===== src/hdl/top_k_select_stream_defines.svh =====
// Assertion macros for the top-k selection RTL
`ifndef TOP_K_SELECT_STREAM_DEFINES_SVH
`define TOP_K_SELECT_STREAM_DEFINES_SVH

// same-cycle implication, sampled on clk, off during reset
`define TKS_ASSERT_IMP(name, ante, cons, msg) \
	name: assert property (@(posedge clk) disable iff (!arst_n) (ante) |-> (cons)) \
		else $error(msg);

// next-cycle implication, sampled on clk, off during reset
`define TKS_ASSERT_NXT(name, ante, cons, msg) \
	name: assert property (@(posedge clk) disable iff (!arst_n) (ante) |=> (cons)) \
		else $error(msg);

`endif


===== src/hdl/tks_pkg.sv =====
// Shared constants for the top-k selection block
package tks_pkg;

	localparam int KEEP_MAX_DEF   = 16;
	localparam int VALUE_BITS_DEF = 32;
	localparam int ROW_MAX_DEF    = 65536;

	localparam int VALUE_W    = 32;
	localparam int INDEX_W    = 16;
	localparam int CFG_ADDR_W = 1;
	localparam int CFG_DATA_W = 5;

	localparam logic [CFG_ADDR_W-1:0] REG_KEEP_COUNT   = 1'b0;
	localparam logic [CFG_ADDR_W-1:0] REG_LARGEST_MODE = 1'b1;

endpackage


===== src/hdl/tks_drain.sv =====
// Result buffer: holds one finished row and hands it out best first
`include "top_k_select_stream_defines.svh"

module tks_drain #(
	parameter int KEEP_MAX   = tks_pkg::KEEP_MAX_DEF,
	parameter int VALUE_BITS = tks_pkg::VALUE_BITS_DEF,
	parameter int KPOS_W     = tks_pkg::INDEX_W,
	parameter int KW         = $clog2(KEEP_MAX + 1)
) (
	input  logic                                 clk,
	input  logic                                 arst_n,
	input  logic                                 load,
	input  logic [KW-1:0]                        load_cnt,
	input  logic                                 load_ovf,
	input  logic [VALUE_BITS-1:0]                load_val [KEEP_MAX],
	input  logic [KPOS_W-1:0]                    load_pos [KEEP_MAX],
	output logic                                 free,
	output logic                                 out_valid,
	input  logic                                 out_ready,
	output logic signed [tks_pkg::VALUE_W-1:0]   out_value,
	output logic [tks_pkg::INDEX_W-1:0]          out_index,
	output logic                                 out_last,
	output logic                                 out_overflow
);

	logic [VALUE_BITS-1:0] buf_val_q [KEEP_MAX];
	logic [KPOS_W-1:0]     buf_pos_q [KEEP_MAX];
	logic [KW-1:0]         cnt_q;
	logic                  ovf_q;

	assign out_valid    = (cnt_q != '0);
	assign out_last     = (cnt_q == KW'(1));
	assign out_overflow = ovf_q;
	assign out_value    = tks_pkg::VALUE_W'(buf_val_q[0]);
	assign out_index    = tks_pkg::INDEX_W'(buf_pos_q[0]);
	assign free         = (cnt_q == '0) || (out_last && out_ready);

	always_ff @(posedge clk or negedge arst_n) begin
		if (!arst_n) begin
			cnt_q <= '0;
			ovf_q <= 1'b0;
		end else if (load) begin
			cnt_q <= load_cnt;
			ovf_q <= load_ovf;
		end else if (out_valid && out_ready) begin
			cnt_q <= cnt_q - KW'(1);
		end
	end

	always_ff @(posedge clk) begin
		if (load) begin
			buf_val_q <= load_val;
			buf_pos_q <= load_pos;
		end else if (out_valid && out_ready) begin
			for (int i = 0; i < KEEP_MAX - 1; i++) begin
				buf_val_q[i] <= buf_val_q[i+1];
				buf_pos_q[i] <= buf_pos_q[i+1];
			end
		end
	end

	`TKS_ASSERT_IMP(a_load_when_free, load, free, "row loaded over undelivered results")
	`TKS_ASSERT_IMP(a_load_nonempty, load, load_cnt != '0, "row loaded with no results")
	`TKS_ASSERT_IMP(a_cnt_bound, 1'b1, cnt_q <= KW'(KEEP_MAX), "result count above capacity")
	`TKS_ASSERT_NXT(a_last_empties, out_valid && out_ready && out_last && !load, !out_valid, "results continue past last")

endmodule


===== src/hdl/top_k_select_stream.sv =====
// Top level of the streaming top-k selector
// Streaming top-k selector. Takes one signed value per cycle; a value is
// compared against all kept entries at once and inserted in rank order in
// the same cycle, so non-final items flow at one per cycle. The item with
// row_end copies the kept list into a result buffer, which hands out
// min(row length, keep_count clamped to 1..KEEP_MAX) results, best first,
// one per cycle while out_ready is high, as the next row streams in. A
// row_end item waits only while the previous row's results are still in
// the buffer, up to the cycle its last result transfers. Elements at
// positions ROW_MAX and up are ignored and set that row's out_overflow.
module top_k_select_stream #(
	parameter int KEEP_MAX   = tks_pkg::KEEP_MAX_DEF,
	parameter int VALUE_BITS = tks_pkg::VALUE_BITS_DEF,
	parameter int ROW_MAX    = tks_pkg::ROW_MAX_DEF
) (
	input  logic                                   clk,
	input  logic                                   arst_n,
	input  logic                                   cfg_we,
	input  logic [tks_pkg::CFG_ADDR_W-1:0]         cfg_addr,
	input  logic [tks_pkg::CFG_DATA_W-1:0]         cfg_wdata,
	input  logic                                   in_valid,
	output logic                                   in_ready,
	input  logic signed [tks_pkg::VALUE_W-1:0]     value_in,
	input  logic                                   row_end,
	output logic                                   out_valid,
	input  logic                                   out_ready,
	output logic signed [tks_pkg::VALUE_W-1:0]     out_value,
	output logic [tks_pkg::INDEX_W-1:0]            out_index,
	output logic                                   out_last,
	output logic                                   out_overflow
);

	localparam int KW     = $clog2(KEEP_MAX + 1);
	localparam int IW     = (KEEP_MAX > 1) ? $clog2(KEEP_MAX) : 1;
	localparam int POS_W  = $clog2(ROW_MAX + 1);
	localparam int KPOS_W = (POS_W < tks_pkg::INDEX_W) ? POS_W : tks_pkg::INDEX_W;
	localparam logic [VALUE_BITS-1:0] SIGN_BIT = {1'b1, {(VALUE_BITS-1){1'b0}}};
	localparam logic [KW-1:0]         K_LIMIT  = KW'(KEEP_MAX);

	logic [tks_pkg::CFG_DATA_W-1:0] keep_count_q;
	logic                           largest_mode_q;

	logic [VALUE_BITS-1:0] kept_val_q [KEEP_MAX];
	logic [KPOS_W-1:0]     kept_pos_q [KEEP_MAX];
	logic [KW-1:0]         kept_cnt_q;
	logic [POS_W-1:0]      row_pos_q;
	logic                  ovf_q;

	logic [VALUE_BITS-1:0] v;
	logic [VALUE_BITS-1:0] v_key;
	logic [KW-1:0]         k_eff;
	logic [KW-1:0]         km1;
	logic [KW-1:0]         kc;
	logic [KEEP_MAX-1:0]   bet;
	logic [KEEP_MAX-1:0]   pre;
	logic                  ovf_item;
	logic                  take;
	logic                  accept;
	logic                  drain_free;
	logic [VALUE_BITS-1:0] nxt_val [KEEP_MAX];
	logic [KPOS_W-1:0]     nxt_pos [KEEP_MAX];
	logic [KW-1:0]         nxt_cnt;

	assign in_ready = !row_end || drain_free;
	assign accept   = in_valid && in_ready;

	always_ff @(posedge clk or negedge arst_n) begin
		if (!arst_n) begin
			keep_count_q   <= tks_pkg::CFG_DATA_W'(1);
			largest_mode_q <= 1'b1;
		end else if (cfg_we) begin
			case (cfg_addr)
				tks_pkg::REG_KEEP_COUNT:   keep_count_q   <= cfg_wdata;
				tks_pkg::REG_LARGEST_MODE: largest_mode_q <= cfg_wdata[0];
				default: ;
			endcase
		end
	end

	always_comb begin
		v     = VALUE_BITS'($unsigned(value_in));
		v_key = v ^ SIGN_BIT;
		if (keep_count_q == '0) begin
			k_eff = KW'(1);
		end else if (int'(keep_count_q) > KEEP_MAX) begin
			k_eff = K_LIMIT;
		end else begin
			k_eff = KW'(keep_count_q);
		end
		km1      = k_eff - KW'(1);
		kc       = (kept_cnt_q > k_eff) ? k_eff : kept_cnt_q;
		ovf_item = (row_pos_q >= POS_W'(ROW_MAX));
		for (int i = 0; i < KEEP_MAX; i++) begin
			bet[i] = largest_mode_q ? (v_key > (kept_val_q[i] ^ SIGN_BIT))
			                        : (v_key < (kept_val_q[i] ^ SIGN_BIT));
		end
		for (int i = 0; i < KEEP_MAX; i++) begin
			pre[i] = (bet[i] && (KW'(i) < kc)) || ((i > 0) ? pre[(i > 0) ? i-1 : 0] : 1'b0);
		end
		take = !ovf_item && ((kc < k_eff) || bet[km1[IW-1:0]]);
		for (int i = 0; i < KEEP_MAX; i++) begin
			nxt_val[i] = kept_val_q[i];
			nxt_pos[i] = kept_pos_q[i];
			if (take) begin
				if (i > 0 && pre[(i > 0) ? i-1 : 0]) begin
					nxt_val[i] = kept_val_q[(i > 0) ? i-1 : 0];
					nxt_pos[i] = kept_pos_q[(i > 0) ? i-1 : 0];
				end else if (pre[i] || (KW'(i) == kc)) begin
					nxt_val[i] = v;
					nxt_pos[i] = KPOS_W'(row_pos_q);
				end
			end
		end
		if (take && (kc != k_eff)) begin
			nxt_cnt = kc + KW'(1);
		end else begin
			nxt_cnt = kc;
		end
	end

	always_ff @(posedge clk or negedge arst_n) begin
		if (!arst_n) begin
			kept_cnt_q <= '0;
			row_pos_q  <= '0;
			ovf_q      <= 1'b0;
		end else if (accept) begin
			if (row_end) begin
				kept_cnt_q <= '0;
				row_pos_q  <= '0;
				ovf_q      <= 1'b0;
			end else begin
				kept_cnt_q <= nxt_cnt;
				ovf_q      <= ovf_q || ovf_item;
				if (!ovf_item) begin
					row_pos_q <= row_pos_q + POS_W'(1);
				end
			end
		end
	end

	always_ff @(posedge clk) begin
		if (accept) begin
			kept_val_q <= nxt_val;
			kept_pos_q <= nxt_pos;
		end
	end

	tks_drain #(
		.KEEP_MAX   (KEEP_MAX),
		.VALUE_BITS (VALUE_BITS),
		.KPOS_W     (KPOS_W),
		.KW         (KW)
	) u_drain (
		.clk          (clk),
		.arst_n       (arst_n),
		.load         (accept && row_end),
		.load_cnt     (nxt_cnt),
		.load_ovf     (ovf_q || ovf_item),
		.load_val     (nxt_val),
		.load_pos     (nxt_pos),
		.free         (drain_free),
		.out_valid    (out_valid),
		.out_ready    (out_ready),
		.out_value    (out_value),
		.out_index    (out_index),
		.out_last     (out_last),
		.out_overflow (out_overflow)
	);

endmodule

===== config.mk =====
export PLATFORM = sky130hd
export DESIGN_NAME = top_k_select_stream
export DESIGN_NICKNAME = d
export VERILOG_FILES = /design/src/hdl/tks_pkg.sv /design/src/hdl/tks_drain.sv /design/src/hdl/top_k_select_stream.sv
export VERILOG_INCLUDE_DIRS = /design/src /design/src/hdl
export SDC_FILE = /design/constraint.sdc
export NUM_CORES = 2
export LEC_CHECK = 0
export ABC_AREA = 1
export BUFFER_PORTS_ARGS = -buffer_cell sky130_fd_sc_hd__buf_2
export CAP_MARGIN = 5
export CORE_ASPECT_RATIO = 1.1
export CORE_UTILIZATION = 45
export CTS_CLUSTER_SIZE = 8
export DETAILED_ROUTE_END_ITERATION = 8
export PLACE_DENSITY = 0.63
export SYNTH_ARGS = -nofsm -noshare
export SYNTH_HDL_FRONTEND = slang
export SYNTH_SLANG_ARGS = --single-unit

===== constraint.sdc =====
create_clock -name clk -period 45.8 [get_ports clk]
set_clock_uncertainty 0.2 [all_clocks]
set_input_delay 6.87 -clock clk [delete_from_list [all_inputs] [get_ports clk]]
set_output_delay 6.87 -clock clk [all_outputs]
set_load 0.05 [all_outputs]

==> flow_summary.json <==
{
  "path_class": "input pin to primary output",
  "ys_seq_area_frac": 0.524,
  "postSynthRegisterBits": 1571,
  "grt_setup_unrepaired": "no",
  "io_pins": 96,
  "arrival_ns": 7.60,
  "syn_area_sq_um": 89700,
  "syn_avg_cell_area_sq_um": 8.74,
  "cts_inserted_buffers": 214,
  "min_period_ns": 14.67,
  "critPathMaxFanout": 5,
  "firstDrtPassIters": 7,
  "synth_edf_count": 1536,
  "core_area_sq_um": 198000,
  "regToRegSetupSlack_ns": 37.61,
  "vias": 72700,
  "hold_path.class": "flip-flop to flip-flop",
  "setup_viol": 0,
  "drc_errors": 0,
  "status": "finished clean",
  "tns_ns": 0,
  "cts_buffer_depth": 3,
  "ys_types": 51,
  "fmax_ghz": 0.0682,
  "grt_pass1_wl_microns": 415000,
  "synth_largest_type_area_fraction": 0.514,
  "worst_slew_pin_slew_ns": 1.23,
  "die_x_microns": 428,
  "required_ns": 38.73,
  "yosysTopAreaCell": "edfxtp_1",
  "maxSlewViolCount": 0,
  "drtIter0Drc": 7561,
  "grt_antenna_before_repair": 9,
  "reg2regPathDepth": 32,
  "die_area_sq_um": 201000,
  "die_h_microns": 470,
  "postCtsSetupBuffers": 0,
  "drt-total-wl_microns": 267000,
  "synth-simple-area-share": 0.198,
  "ant_nets": 0,
  "synth_top_family_by_area": "simple AND/OR/NAND/NOR gates",
  "end_kind": "primary output",
  "cts_max_level": 4,
  "layout-drive-gt1-share": 0.0531,
  "dpl.hpwl_microns": 176000,
  "r2r_start": "keep_count_q[0]$_DFFE_PN1P_",
  "ctsResizeCount": 0,
  "start_util": 0.454,
  "ys_async_sr_fraction": 0.0223,
  "synth_xor_area_frac": 0.000391,
  "routed_via_density": 5.71,
  "synthTopCellsByArea": "edfxtp_1, nand2_1, ha_1",
  "synth.area.mux_share": 0.000377,
  "nets": 10600,
  "gp_congestion": 0.914,
  "start_kind": "input pin",
  "cts-root-buf": "clkbuf_16",
  "num_rows": 171,
  "io_buffer_count": 95,
  "synth_fa_ha_area_frac": 0.0740,
  "grt_max_degree": 232,
  "fin_crit_sh": 0.320,
  "cts.sinks": 1571,
  "max_cap_viol_count": 0,
  "cts_tree": "done",
  "area_delta_synth_final_pct": 9.22,
  "synthFlopType": "edfxtp_1",
  "slew-limit-headroom": 0.178,
  "grt_pass1_vias": 71000,
  "multiInputGateArea_sq_um": 37000,
  "r2r-end": "u_drain.buf_val_q[47]$_DFFE_PP_",
  "clk_latency_ns": 0.86,
  "worstSetupStartpoint": "row_end",
  "path_clk_slew_ns": 0.05,
  "cts_hold_buf": 0,
  "ff_latch_area_sq_um": 47000,
  "endpoint": "in_ready",
  "synth_compound_area_frac": 0.137,
  "hold_viol": 0,
  "wl_per_cell_microns": 21.0,
  "yosys_warnings": 0,
  "nFillCells": 18400,
  "grt_use_total": 0.262,
  "syn_inst": 10300,
  "overflow": 0,
  "synth_nets": 10800
}
-- worst max-delay path: stages --
cell	delay, ns
buf_2	0.32
nand3_1	0.15
buf_2	0.23
-- state kept, by name (all words and copies together), names as in the netlist --
signal / flops
keep_count_q: 5
kept_cnt_q: 5
kept_pos_q: 256
kept_val_q: 512
largest_mode_q: 1
ovf_q: 1
row_pos_q: 17
u_drain.buf_pos_q: 240
u_drain.buf_val_q: 480
u_drain.cnt_q: 5
u_drain.out_index: 16
u_drain.out_overflow: 1
u_drain.out_value: 32
-- kinds of logic after synthesis --
family          after synthesis
compound gates             2155
xor+xnor                      4
fa+ha+maj                   530
buf+inv                    1487
flops                      1571
mux                           3
simple gates               4510
-- how the worst min path moves through the flow --
stage / cells after the start / slack, ns / from / end
floorplan: 2 / 0.28 / keep_count_q[0]$_DFFE_PN1P_ / keep_count_q[0]$_DFFE_PN1P_
global placement: 2 / 0.28 / u_drain.out_overflow$_DFFE_PN0P_ / u_drain.out_overflow$_DFFE_PN0P_
detailed placement: 2 / 0.27 / u_drain.out_overflow$_DFFE_PN0P_ / u_drain.out_overflow$_DFFE_PN0P_
CTS: 2 / 0.29 / u_drain.out_overflow$_DFFE_PN0P_ / u_drain.out_overflow$_DFFE_PN0P_
global route: 2 / 0.33 / u_drain.buf_val_q[463]$_DFFE_PP_ / u_drain.out_value[15]$_DFFE_PP_
finish: 2 / 0.29 / u_drain.out_overflow$_DFFE_PN0P_ / u_drain.out_overflow$_DFFE_PN0P_
-- cell usage after synthesis, types with 34 or more instances --
master,count
nor2_1,266
nand4_1,55
o221ai_1,35
nand3_1,344
ha_1,530
a21oi_1,490
a22oi_1,94
inv_1,803
clkbuf_1,439
o211ai_1,155
buf_2,58
edfxtp_1,1536
buf_1,105
o21ai_1,41
nand2_1,3762
o22ai_1,265
a21boi_0,51
nor3_1,34
a21boi_1,56
o21ai_0,883
buf_4,50
-- area by class of cell --
cell class,instances,share of cell area
repair buffers,227,0.0160
inverters,835,0.0322
flip-flops and latches,1571,0.480
multi-input cells,7202,0.378
diodes,1,0.0000256
well taps,2595,0.0332
clock inverters,15,0.00330
clock buffers,286,0.0574
-- metal layers --
metal  vias up  wire length [microns]  GRT usage
met5         -                     69          0
met4        12                   7770     0.0847
met3       416                  21100     0.0373
met2      3119                 121000      0.417
met1     34500                 117000      0.368
li1      34600                      -          -
-- cell usage in the layout, fill, tap and decap left out, drive strengths merged, types with 28 or more instances in the layout --
master and count:
buf 227, a21boi 107, inv 822, ha 530, o21a 29, nand2 3767
a22oi 94, o221ai 35, o211ai 155, nor2 281, dfrtp 33, nand4 61
a21oi 490, a31oi 32, o21ai 924, o22ai 265, clkinv 28, nor3 34
clkbuf 286, edfxtp 1536, nand3 348
-- through the flow --
stage                     cells  utilization  hold WS (ns)  worst slack (ns)  area (sq um)
after floorplan           10300            -         0.277              5.21         89700
after global placement    12400        0.465         0.277             31.14         92000
after detailed placement  12400        0.465         0.275             31.14         92000
after CTS                 12700        0.495         0.288             31.13         97900
after global routing      12700        0.495         0.327             31.12         97900
final                     12700        0.495         0.291             31.13         97900
Power is not shown: default switching activity piles up to over one toggle a cycle in this logic, so the estimate is an artifact.
